<file path="config.mk">
export PLATFORM = sky130hd
export DESIGN_NAME = sha1_message_digest_top
export DESIGN_NICKNAME = d
export VERILOG_FILES = /design/src/sv/sha1md_pkg.sv /design/src/sv/sha1_message_digest_top.sv /design/src/sv/sha1md_front.sv /design/src/sv/sha1md_core.sv /design/src/sv/sha1md_outq.sv
export SDC_FILE = /design/constraint.sdc
export NUM_CORES = 2
export LEC_CHECK = 0
export CORE_MARGIN = 2
export CORE_UTILIZATION = 40
export CTS_BUF_LIST = sky130_fd_sc_hd__clkbuf_2 sky130_fd_sc_hd__clkbuf_4 sky130_fd_sc_hd__clkbuf_8
export DETAILED_ROUTE_END_ITERATION = 7
export DONT_BUFFER_PORTS = 1
export GPL_TIMING_DRIVEN = 1
export HOLD_SLACK_MARGIN = 0.12
export SYNTH_ARGS = -nofsm -noshare
export SYNTH_HDL_FRONTEND = slang
export SYNTH_SLANG_ARGS = --single-unit
</file>
<file path="constraint.sdc">
create_clock -name clk -period 16.8 [get_ports clk]
set_clock_uncertainty 0.1 [all_clocks]
set_input_delay 1.68 -clock clk [delete_from_list [all_inputs] [get_ports clk]]
set_output_delay 1.68 -clock clk [all_outputs]
set_load 0.02 [all_outputs]
</file>
<file path="src/sv/sha1md_pkg.sv">
`timescale 1ns / 1ps
package sha1md_pkg;

  localparam int NUM_WORDS  = 5;
  localparam int BLOCK_BITS = 512;
  localparam int ROUNDS     = 80;

  typedef struct packed {
    logic       func;
    logic [7:0] data_byte;
  } in_item_t;

  typedef struct packed {
    logic [31:0] digest_word;
    logic        word_last;
  } out_item_t;

  typedef enum logic {
    OP_ABSORB = 1'b0,
    OP_FINISH = 1'b1
  } op_t;

  // One classified word handed from the front queue to the engine.
  typedef struct packed {
    op_t        op;
    logic [7:0] data;
  } cmd_t;

  // Digest hand-off from the engine to the result queue.
  typedef struct packed {
    logic                        load;
    logic [NUM_WORDS-1:0][31:0]  words;
  } dig_load_t;

  localparam logic [NUM_WORDS-1:0][31:0] H_INIT = {
    32'hc3d2e1f0, 32'h10325476, 32'h98badcfe, 32'hefcdab89, 32'h67452301
  };

  localparam logic [31:0] K0 = 32'h5a827999;
  localparam logic [31:0] K1 = 32'h6ed9eba1;
  localparam logic [31:0] K2 = 32'h8f1bbcdc;
  localparam logic [31:0] K3 = 32'hca62c1d6;

  localparam logic [7:0] PAD_BYTE = 8'h80;

endpackage

</file>
<file path="src/sv/sha1_message_digest_top.sv">
`timescale 1ns / 1ps
// SHA-1 engine: an absorbed byte waits in the input queue, then the engine shifts it into the block.
// Each full 64-byte block runs the 80 rounds, one round per cycle, then a chaining add; the
// engine takes no new bytes from the input queue until the block is compressed and added.
// A finish writes 9 to 72 padding bytes, compresses each padded block and loads the digest,
// after which the five digest words pop out one per cycle while pop is held.
// Reset (rst, synchronous) empties both queues and restores the initial hash; no clearing pass.
module sha1_message_digest_top #(
  parameter int QUEUE_DEPTH = 2
) (
  input  logic                  clk,
  input  logic                  rst,
  input  logic                  push,
  output logic                  full,
  input  sha1md_pkg::in_item_t  item,
  output logic                  empty,
  input  logic                  pop,
  output sha1md_pkg::out_item_t result
);
  import sha1md_pkg::*;

  logic      cmd_valid;
  cmd_t      cmd;
  logic      cmd_take;
  logic      out_busy;
  dig_load_t dig;

  sha1md_front #(
    .DEPTH(QUEUE_DEPTH)
  ) u_front (
    .clk      (clk),
    .rst      (rst),
    .push     (push),
    .full     (full),
    .item     (item),
    .cmd_valid(cmd_valid),
    .cmd      (cmd),
    .cmd_take (cmd_take)
  );

  sha1md_core u_core (
    .clk      (clk),
    .rst      (rst),
    .cmd_valid(cmd_valid),
    .cmd      (cmd),
    .cmd_take (cmd_take),
    .out_busy (out_busy),
    .dig      (dig)
  );

  sha1md_outq u_outq (
    .clk   (clk),
    .rst   (rst),
    .dig   (dig),
    .busy  (out_busy),
    .empty (empty),
    .pop   (pop),
    .result(result)
  );

endmodule

</file>
<file path="src/sv/sha1md_front.sv">
`timescale 1ns / 1ps
module sha1md_front #(
  parameter int DEPTH = 2
) (
  input  logic                clk,
  input  logic                rst,
  input  logic                push,
  output logic                full,
  input  sha1md_pkg::in_item_t item,
  output logic                cmd_valid,
  output sha1md_pkg::cmd_t    cmd,
  input  logic                cmd_take
);
  import sha1md_pkg::*;

  localparam int PW = (DEPTH > 1) ? $clog2(DEPTH) : 1;
  localparam int CW = $clog2(DEPTH + 1);
  localparam logic [PW-1:0] LAST_PTR = PW'(DEPTH - 1);
  localparam logic [CW-1:0] FULL_CNT = CW'(DEPTH);

  cmd_t          slots [DEPTH];
  logic [PW-1:0] wr_ptr;
  logic [PW-1:0] rd_ptr;
  logic [CW-1:0] count;
  logic          do_push;
  logic          do_pop;

  assign full      = (count == FULL_CNT);
  assign cmd_valid = (count != '0);
  assign cmd       = slots[rd_ptr];
  assign do_push   = push && !full;
  assign do_pop    = cmd_take && cmd_valid;

  always_ff @(posedge clk) begin
    if (do_push) begin
      slots[wr_ptr].op   <= item.func ? OP_FINISH : OP_ABSORB;
      slots[wr_ptr].data <= item.data_byte;
    end
    if (rst) begin
      wr_ptr <= '0;
      rd_ptr <= '0;
      count  <= '0;
    end else begin
      if (do_push) begin
        wr_ptr <= (wr_ptr == LAST_PTR) ? '0 : wr_ptr + 1'b1;
      end
      if (do_pop) begin
        rd_ptr <= (rd_ptr == LAST_PTR) ? '0 : rd_ptr + 1'b1;
      end
      if (do_push && !do_pop) begin
        count <= count + 1'b1;
      end else if (do_pop && !do_push) begin
        count <= count - 1'b1;
      end
    end
  end

endmodule

</file>
<file path="src/sv/sha1md_core.sv">
`timescale 1ns / 1ps
module sha1md_core (
  input  logic                  clk,
  input  logic                  rst,
  input  logic                  cmd_valid,
  input  sha1md_pkg::cmd_t      cmd,
  output logic                  cmd_take,
  input  logic                  out_busy,
  output sha1md_pkg::dig_load_t dig
);
  import sha1md_pkg::*;

  typedef enum logic [4:0] {
    ST_IDLE = 5'b00001,
    ST_PAD  = 5'b00010,
    ST_COMP = 5'b00100,
    ST_ADD  = 5'b01000,
    ST_EMIT = 5'b10000
  } state_t;

  localparam logic [6:0] LAST_ROUND = 7'(ROUNDS - 1);

  state_t                     state;
  logic [NUM_WORDS-1:0][31:0] h;
  logic [BLOCK_BITS-1:0]      blk;
  logic [5:0]                 fill;
  logic [63:0]                total;
  logic [63:0]                bits;
  logic                       sent80;
  logic                       lenflag;
  logic                       finishing;
  logic [6:0]                 round;
  logic [31:0]                ra, rb, rc, rd, re;

  logic        wr_en;
  logic [7:0]  wr_byte;
  logic        len_byte;
  logic [31:0] f;
  logic [31:0] k;
  logic [31:0] t;
  logic [31:0] w0, w2, w8, w13, w_new;

  assign cmd_take = (state == ST_IDLE) && cmd_valid;

  // Padding emits 0x80, then zeros until byte 56, then the bit length.
  assign len_byte = sent80 && (lenflag || (fill == 6'd56));

  always_comb begin
    wr_en   = 1'b0;
    wr_byte = cmd.data;
    if (state == ST_IDLE) begin
      wr_en = cmd_valid && (cmd.op == OP_ABSORB);
    end else if (state == ST_PAD) begin
      wr_en = 1'b1;
      if (!sent80) begin
        wr_byte = PAD_BYTE;
      end else if (len_byte) begin
        wr_byte = bits[8*(7 - fill[2:0]) +: 8];
      end else begin
        wr_byte = 8'h00;
      end
    end
  end

  assign w0    = blk[BLOCK_BITS-1    -: 32];
  assign w2    = blk[BLOCK_BITS-1-64  -: 32];
  assign w8    = blk[BLOCK_BITS-1-256 -: 32];
  assign w13   = blk[BLOCK_BITS-1-416 -: 32];
  assign w_new = {(w13 ^ w8 ^ w2 ^ w0)} << 1 | {31'b0, w13[31] ^ w8[31] ^ w2[31] ^ w0[31]};

  always_comb begin
    priority if (round < 7'd20) begin
      f = (rb & rc) | (~rb & rd);
      k = K0;
    end else if (round < 7'd40) begin
      f = rb ^ rc ^ rd;
      k = K1;
    end else if (round < 7'd60) begin
      f = (rb & rc) | (rb & rd) | (rc & rd);
      k = K2;
    end else begin
      f = rb ^ rc ^ rd;
      k = K3;
    end
  end

  assign t = {ra[26:0], ra[31:27]} + f + re + k + w0;

  assign dig.load  = (state == ST_EMIT) && !out_busy;
  assign dig.words = h;

  always_ff @(posedge clk) begin
    if (wr_en) begin
      blk <= {blk[BLOCK_BITS-9:0], wr_byte};
    end else if (state == ST_COMP) begin
      blk <= {blk[BLOCK_BITS-33:0], w_new};
    end
    if (rst) begin
      state     <= ST_IDLE;
      h         <= H_INIT;
      fill      <= '0;
      total     <= '0;
      bits      <= '0;
      sent80    <= 1'b0;
      lenflag   <= 1'b0;
      finishing <= 1'b0;
      round     <= '0;
    end else begin
      if (wr_en) begin
        fill <= fill + 1'b1;
        if (fill == 6'd63) begin
          state <= ST_COMP;
          round <= '0;
          ra    <= h[0];
          rb    <= h[1];
          rc    <= h[2];
          rd    <= h[3];
          re    <= h[4];
        end
      end
      unique case (state)
        ST_IDLE: begin
          if (cmd_valid) begin
            if (cmd.op == OP_ABSORB) begin
              total <= total + 64'd1;
            end else begin
              bits      <= {total[60:0], 3'b000};
              total     <= '0;
              finishing <= 1'b1;
              state     <= ST_PAD;
            end
          end
        end
        ST_PAD: begin
          if (!sent80) begin
            sent80 <= 1'b1;
          end else if (len_byte) begin
            lenflag <= 1'b1;
          end
        end
        ST_COMP: begin
          re    <= rd;
          rd    <= rc;
          rc    <= {rb[1:0], rb[31:2]};
          rb    <= ra;
          ra    <= t;
          round <= round + 1'b1;
          if (round == LAST_ROUND) begin
            state <= ST_ADD;
          end
        end
        ST_ADD: begin
          h[0] <= h[0] + ra;
          h[1] <= h[1] + rb;
          h[2] <= h[2] + rc;
          h[3] <= h[3] + rd;
          h[4] <= h[4] + re;
          if (lenflag) begin
            state <= ST_EMIT;
          end else if (finishing) begin
            state <= ST_PAD;
          end else begin
            state <= ST_IDLE;
          end
        end
        ST_EMIT: begin
          if (!out_busy) begin
            h         <= H_INIT;
            sent80    <= 1'b0;
            lenflag   <= 1'b0;
            finishing <= 1'b0;
            state     <= ST_IDLE;
          end
        end
        default: begin
          state <= ST_IDLE;
        end
      endcase
    end
  end

endmodule

</file>
<file path="src/sv/sha1md_outq.sv">
`timescale 1ns / 1ps
module sha1md_outq (
  input  logic                  clk,
  input  logic                  rst,
  input  sha1md_pkg::dig_load_t dig,
  output logic                  busy,
  output logic                  empty,
  input  logic                  pop,
  output sha1md_pkg::out_item_t result
);
  import sha1md_pkg::*;

  localparam logic [2:0] LAST_IDX = 3'(NUM_WORDS - 1);

  logic [NUM_WORDS-1:0][31:0] words;
  logic [2:0]                 idx;

  assign empty              = !busy;
  assign result.digest_word = words[0];
  assign result.word_last   = (idx == LAST_IDX);

  always_ff @(posedge clk) begin
    if (dig.load) begin
      words <= dig.words;
    end else if (pop && busy) begin
      words <= {32'h0, words[NUM_WORDS-1:1]};
    end
    if (rst) begin
      busy <= 1'b0;
      idx  <= '0;
    end else if (dig.load) begin
      busy <= 1'b1;
      idx  <= '0;
    end else if (pop && busy) begin
      idx <= idx + 1'b1;
      if (idx == LAST_IDX) begin
        busy <= 1'b0;
      end
    end
  end

endmodule

</file>
; After elaboration in Yosys (flattened, before gate mapping)
; Memory sizes are Yosys's and may differ from the RTL's. A register that Yosys moved wholly into a read port is not among the register bits.
; Index checks and enable logic that the tools add are counted.
[word_totals]
ff_bits = 1146
input_bits = 13
wordCells = 185
out_inout_bits = 35
ramBits = 18
mem_count = 1
[mem_list]
columns = memory, depth, word_bits, read_ports, rd_ports_with_merged_regs, wr, line_no
row1 = u_front.slots, 2, 9, 1, 1, 1, sha1md_front.sv:21  ; cmd_t slots [DEPTH];
[classes]
n_addsub = 18
n_eq_ne = 15
magnitude_cmp = 3
muxes = 66
n_reduce_logical = 33
bitwise = 19
n_shift = 1
[op_table]
columns = operator, count
row1 = 2-to-1 mux 512 bit, 2
row2 = 2-to-1 mux 32 bit, 20
row3 = 2-to-1 mux 160 bit, 3
row4 = case mux 160 bit (2 select lines), 1
row5 = adder 32 bit, 9
row6 = AND 32 bit, 4
row7 = bitwise OR 32 bit, 3
row8 = bitwise XOR 31 bit, 3
row9 = "adder 64 x 1 -> 64 bit, second input constant", 1
row10 = 2-to-1 mux 64 bit, 1
row11 = variable part select 64 x 33 -> 8 bit, 1
row12 = bitwise XOR 32 bit, 2
row13 = 2-to-1 mux 5 bit, 7
row14 = 2-to-1 mux 8 bit, 4
row15 = NOT 32 bit, 1
row16 = bitwise OR 32 x 1 -> 32 bit, 1
row17 = 2-to-1 mux 31 bit, 1
row18 = case mux 5 bit (5 select lines), 1
row19 = 2-to-1 mux 7 bit, 3
row20 = nonzero test 2 bit, 9
row21 = 2-to-1 mux 1 bit, 17
row22 = "less-than comparator 7 x 6 -> 1 bit, second input constant", 2
row23 = "equality test 6 bit, second input constant", 2
row24 = AND reduction 2 bit, 5
row25 = other kinds (28), 52

; Depth between registers and ports, before layout
[logic_depth]
word_depth = 11
ltp_mapped = 27
ltp_nobuf = 25

; By module
; From an unflattened synthesis, not the netlist that was laid out.
[hier_totals]
cells_unflattened = 6287
area_unflattened_um2 = 61197.4
[modules_own_cells]
columns = mod, instances, area_each_um2, cells_per_inst, seq_area_each_um2
row1 = sha1md_core, 1, 53256.1, 5838, 26245.2
row2 = sha1md_outq, 1, 7074.3, 396, 4884.7
row3 = sha1md_front, 1, 867.1, 53, 640.6

; Worst setup path after synthesis
; Ideal clock, no wire load.
[synth_path]
path_kind = register to register
start = register u_core.state[3]
end = register u_core.blk[0], enable pin
synth_period_minus_slack_ps = 13825
n_path_buf = 2
path_stages_with_launch = 10
slack_ps = 2975
setup_ps = 3632
arrival_time_ps = 10093
required_time_ps = 13068
cell_sequence = dfxtp_1 nor3_2 nand3b_1 nor2_2 inv_2 nor2_1 nor2_1 clkbuf_1 clkbuf_1 nand2_1
[synth_between]
elab_chain_len = 4
word_cells_on_any_way = 6
cone_classes = 3 x eq/ne / 2 x mux / 1 x reduce/logical
[synth_rtl]
columns = element, line_no
row1 = "start, declared", sha1md_core.sv:23  ; state_t state;
row2 = "start signal, assigned", sha1md_core.sv:99  ; state <= ST_IDLE;
row3 = "start signal, assigned", sha1md_core.sv:112  ; state <= ST_COMP;
row4 = "start signal, assigned", sha1md_core.sv:130  ; state <= ST_PAD;
row5 = equality test 5 x 2 -> 1 bit, sha1md_core.sv:53  ; end else if (state == ST_PAD) begin
row6 = 2-to-1 mux 1 bit, sha1md_core.sv:53
row7 = 2-to-1 mux 1 bit, sha1md_core.sv:51  ; if (state == ST_IDLE) begin
row8 = nonzero test 2 bit (no line) *, -
row9 = "end signal, assigned", sha1md_core.sv:94  ; blk <= {blk[BLOCK_BITS-9:0], wr_byte};
row10 = "end signal, assigned", sha1md_core.sv:96  ; blk <= {blk[BLOCK_BITS-33:0], w_new};
row11 = "end, declared", sha1md_core.sv:25  ; logic [BLOCK_BITS-1:0] blk;
; Mark *: on every way between the ends. The rest lies on a longest branch, timed or not.
; A chain may end at the register's enable or synchronous reset.

; Final worst setup path
[layout_path]
start = register u_core.round[4]
end = register u_core.ra[27], data pin
[layout_between]
elab_chain_len = 9
word_cells_on_any_way = 14
cone_classes = 4 x add/sub / 3 x order compare / 7 x mux
[layout_rtl]
columns = element, line_no
row1 = "start, declared", sha1md_core.sv:32  ; logic [6:0] round;
row2 = "start signal, assigned", sha1md_core.sv:147  ; round <= round + 1'b1;
row3 = less-than comparator 7 x 6 -> 1 bit, sha1md_core.sv:78  ; end else if (round < 7'd60) begin
row4 = 2-to-1 mux 32 bit, sha1md_core.sv:78
row5 = 2-to-1 mux 32 bit, sha1md_core.sv:75  ; end else if (round < 7'd40) begin
row6 = 2-to-1 mux 32 bit, sha1md_core.sv:72  ; priority if (round < 7'd20) begin
row7 = adder 32 bit (2 in series), sha1md_core.sv:87  ; assign t = {ra[26:0], ra[31:27]} + f + re + k + w0;
row8 = adder 32 bit * (2 in series), sha1md_core.sv:87
row9 = 2-to-1 mux 32 bit *, sha1md_core.sv:121  ; unique case (state)
row10 = "end signal, assigned", sha1md_core.sv:114  ; ra <= h[0];
row11 = "end signal, assigned", sha1md_core.sv:146  ; ra <= t;
row12 = "end, declared", sha1md_core.sv:33  ; logic [31:0] ra, rb, rc, rd, re;
; Marked as above.

==> reports/qor.csv <==
stage,metric,value,unit
status,outcome,"finished, final reports clean",
setup_path,critical_path_class,reg -> reg,
global_routing,grt_pass1_vias,44400,
global_routing,grt_pass1_wl,257000,microns
routing,drtIter0Drc,4062,
setup_path,crit_required,17360,ps
setup_path,crit_fanout,35,
setup_path,start_kind,register,
floorplanning,initial_core_util,40.3,%
routing,antenna_left,0,
place,dp_hpwl,111000,microns
routing,dr.pass1.iters,6,
cells_and_area,final_nets,6887,
place,port_buffers,0,
yosys,syn_nets,6967,
floorplanning,chipWidth,396,microns
floorplanning,rows,143,
yosys,syn-cell-area,0.0614,sq mm
clock_tree,cts.sinks,1162,
yosys,synth_common_cells,"2,541 x nand2_1, 850 x edfxtp_1, 313 x nor2_1",
sta,rsz0062_at_grt,false,
yosys,yosysMostFrequentCell,nand2_1,
floorplanning,core,0.152,sq mm
power,power.leakage,27.6,nW
place,dpl_cell_area,0.0631,sq mm
sta,timing.final.hold_violations,0,
global_routing,overflow,0,
routing,via_per_inst,5.27,
power,power_density,138,mW/mm^2
setup_path,end_kind,register,
global_routing,antenna_found_initial,2,
clock_tree,path_clk_slew,70,ps
floorplanning,die_area,0.157,sq mm
yosys,synth_edf_count,850,
job,maxCapViolCount,0,
yosys,yosys_warnings,0,
yosys,netlist.area_leader.share,41.6,%
sta,drv_slew,0,
yosys,syn_avg_cell_area,9.30,sq um
yosys,ys_top_cells_by_area,"edfxtp_1 42%, nand2_1 16%, dfxtp_1 10%",
floorplanning,top_level_ports,48,
cells_and_area,fillers,14700,
power,ir_drop,153,uV
global_routing,grt_use_total,20.9,%
clock_tree,cts_buffers,197,
routing,drt_wl_total,166000,microns
clock_tree,cts_tree,yes,
yosys,ys.flop_type,edfxtp_1,
clock_tree,postCtsSetupRepairBufs,0,
yosys,ys_types,83,
sta,layout_min_cycle_time,7710,ps
worst_hold_path,hp-class,reg -> reg,
clock_tree,clock_latency,950,ps
global_routing,grt_max_degree,264,
sta,maxSlewHeadroom,18.3,%
sta,period_share,45.9,%
clock_tree,ctsHoldBuffers,0,
cells_and_area,stdcell_area,0.0675,sq mm
yosys,yosysTopAreaCell,edfxtp_1,
floorplanning,die_h,396,microns
setup_path,cp.arrival,8270,ps
sta,timing.fmax,130,MHz
clock_tree,cts_root_buf,clkbuf_8,
clock_tree,cts_htree_levels,4,
cells_and_area,area_growth,9.84,%
routing,vias,46000,
yosys,ys_ff_latch,1162,
sta,tightest_slew,1220,ps
yosys,netlist_instances,6603,
sta,tns,0,ps
yosys,synthArstFlopShare,0,%
setup_path,r2r_setup_slack,9090,ps
clock_tree,clockBufferDepth,3,
routing,drc,0,
cells_and_area,layout-drive-gt1-share,6.90,%
place,gp_congestion,0.951,
yosys,ys_seq_area_share,51.7,%
clock_tree,cts.repair.resized,0,
setup_path,reg2reg_depth,27,
worst_hold_path,whs_path_depth,2,
routing,detail_route.wl_per_cell,19.0,microns
sta,setup_viol,0,
cells by family (layout without fill, tap and decap cells):
| kind of cell | count (synthesis) | in the layout | synth area share (%) |
|---|---|---|---|
| xor+xnor | 289 | 289 | 4.12 |
| compound gates | 930 | 930 | 9.31 |
| other cells | 0 | 4 | 0 |
| fa+ha+maj | 351 | 351 | 8.67 |
| buf+inv | 549 | 642 | 3.57 |
| mux | 43 | 43 | 0.974 |
| flops | 1162 | 1162 | 51.7 |
| simple gates | 3279 | 3279 | 21.6 |
report_power, final:
| group | switching [W] | internal [W] |
|---|---|---|
| logic | 0.00153 | 0.000712 |
| clock network | 0.00123 | 0.00155 |
| registers | 0.000328 | 0.00399 |
| total | 0.00308 | 0.00625 |
critical path, cell delays in order (launching register included):
cell and delay (ps):
dfxtp_1 380, a41oi_1 490, inv_1 320, nor2_1 250, clkinv_1 90, buf_4 260
nand2_1 390, buf_4 380, nor2_1 70, a211oi_1 360, fa_1 490, inv_1 80
fa_1 430, fa_1 430, inv_1 70, ha_1 170, inv_1 70, fa_1 460
nor2b_1 170, o2111ai_1 150, a31oi_1 250, o211a_1 220, o21ai_0 190, o21ai_0 490
a31oi_1 230, nand2b_1 190, a31oi_1 170, o22ai_1 90
final cells by class:
cell class / count / area, sq um / share of cell area, %
sequential: 1162 / 31800 / 47.1
timing repair buffer: 50 / 413 / 0.612
inverter: 220 / 826 / 1.22
antenna: 4 / 10.0 / 0.0148
tap: 2030 / 2540 / 3.77
clock buffer: 319 / 3850 / 5.71
clock inverter: 53 / 509 / 0.755
multi-input combinational: 4892 / 27500 / 40.8
metrics by stage:
| step | total power, W | std cells | setup WS (ps) | util [%] | hold slack, ps |
|---|---|---|---|---|---|
| after CTS | 0.00944 | 8726 | 9140 | 44.3 | 353 |
| after detailed placement | 0.00664 | 8354 | 9170 | 41.4 | 345 |
| after global routing | 0.00990 | 8730 | 8540 | 44.3 | 370 |
| after global placement | 0.00660 | 8354 | 9220 | 41.4 | 340 |
| final | 0.00933 | 8730 | 9090 | 44.3 | 353 |
| after floorplan | 0.00626 | 6603 | 2970 | - | 333 |
final timing paths:
kind / from / to
max: u_core.round[4] / u_core.ra[27]
min: u_core.bits[49] / u_core.bits[49]
max reg2reg: u_core.round[4] / u_core.ra[27]
min reg2reg: u_core.bits[49] / u_core.bits[49]
routing by layer:
layer  global-route usage [%]  vias up  wire [microns]
met5                        0        -               0
met4                     7.16        0            4960
met3                     3.32      279            9140
met2                     33.5     1235           76900
met1                     28.8    22400           74900
li1                         -    22200               -
state kept, by name, summed over array words and instances (netlist names), 2 cells and up, named ones only:
| register | cells |
|---|---|
| u_core.round | 7 |
| u_core.rc | 32 |
| u_outq.words | 128 |
| u_core.ra | 32 |
| u_front.count | 2 |
| u_outq.result | 32 |
| u_core.total | 61 |
| u_core.blk | 512 |
| u_front.slots | 18 |
| u_core.state | 5 |
| u_core.re | 32 |
| u_outq.idx | 3 |
| u_core.fill | 6 |
| u_core.rb | 32 |
| u_core.dig | 160 |
| u_core.rd | 32 |
| u_core.bits | 61 |
cells in the final DEF (no fill, tap or decap), drive strengths merged, types with 29 or more instances in the layout:
cell type	netlist	layout
o21ai	278	278
or3	30	30
inv	219	223
o22ai	29	29
nand2b	31	31
fa	124	124
nor3	71	71
nor2b	58	58
clkbuf	273	319
xor2	91	91
nand3	72	72
clkinv	1	42
a21oi	274	274
nand2	2541	2541
and3	62	62
xnor2	198	198
a211oi	32	32
buf	56	50
dfxtp	312	312
a21o	82	82
nor2	314	314
a31oi	34	34
ha	227	227
edfxtp	850	850
No activity file was read; power rests on OpenSTA's default activity.
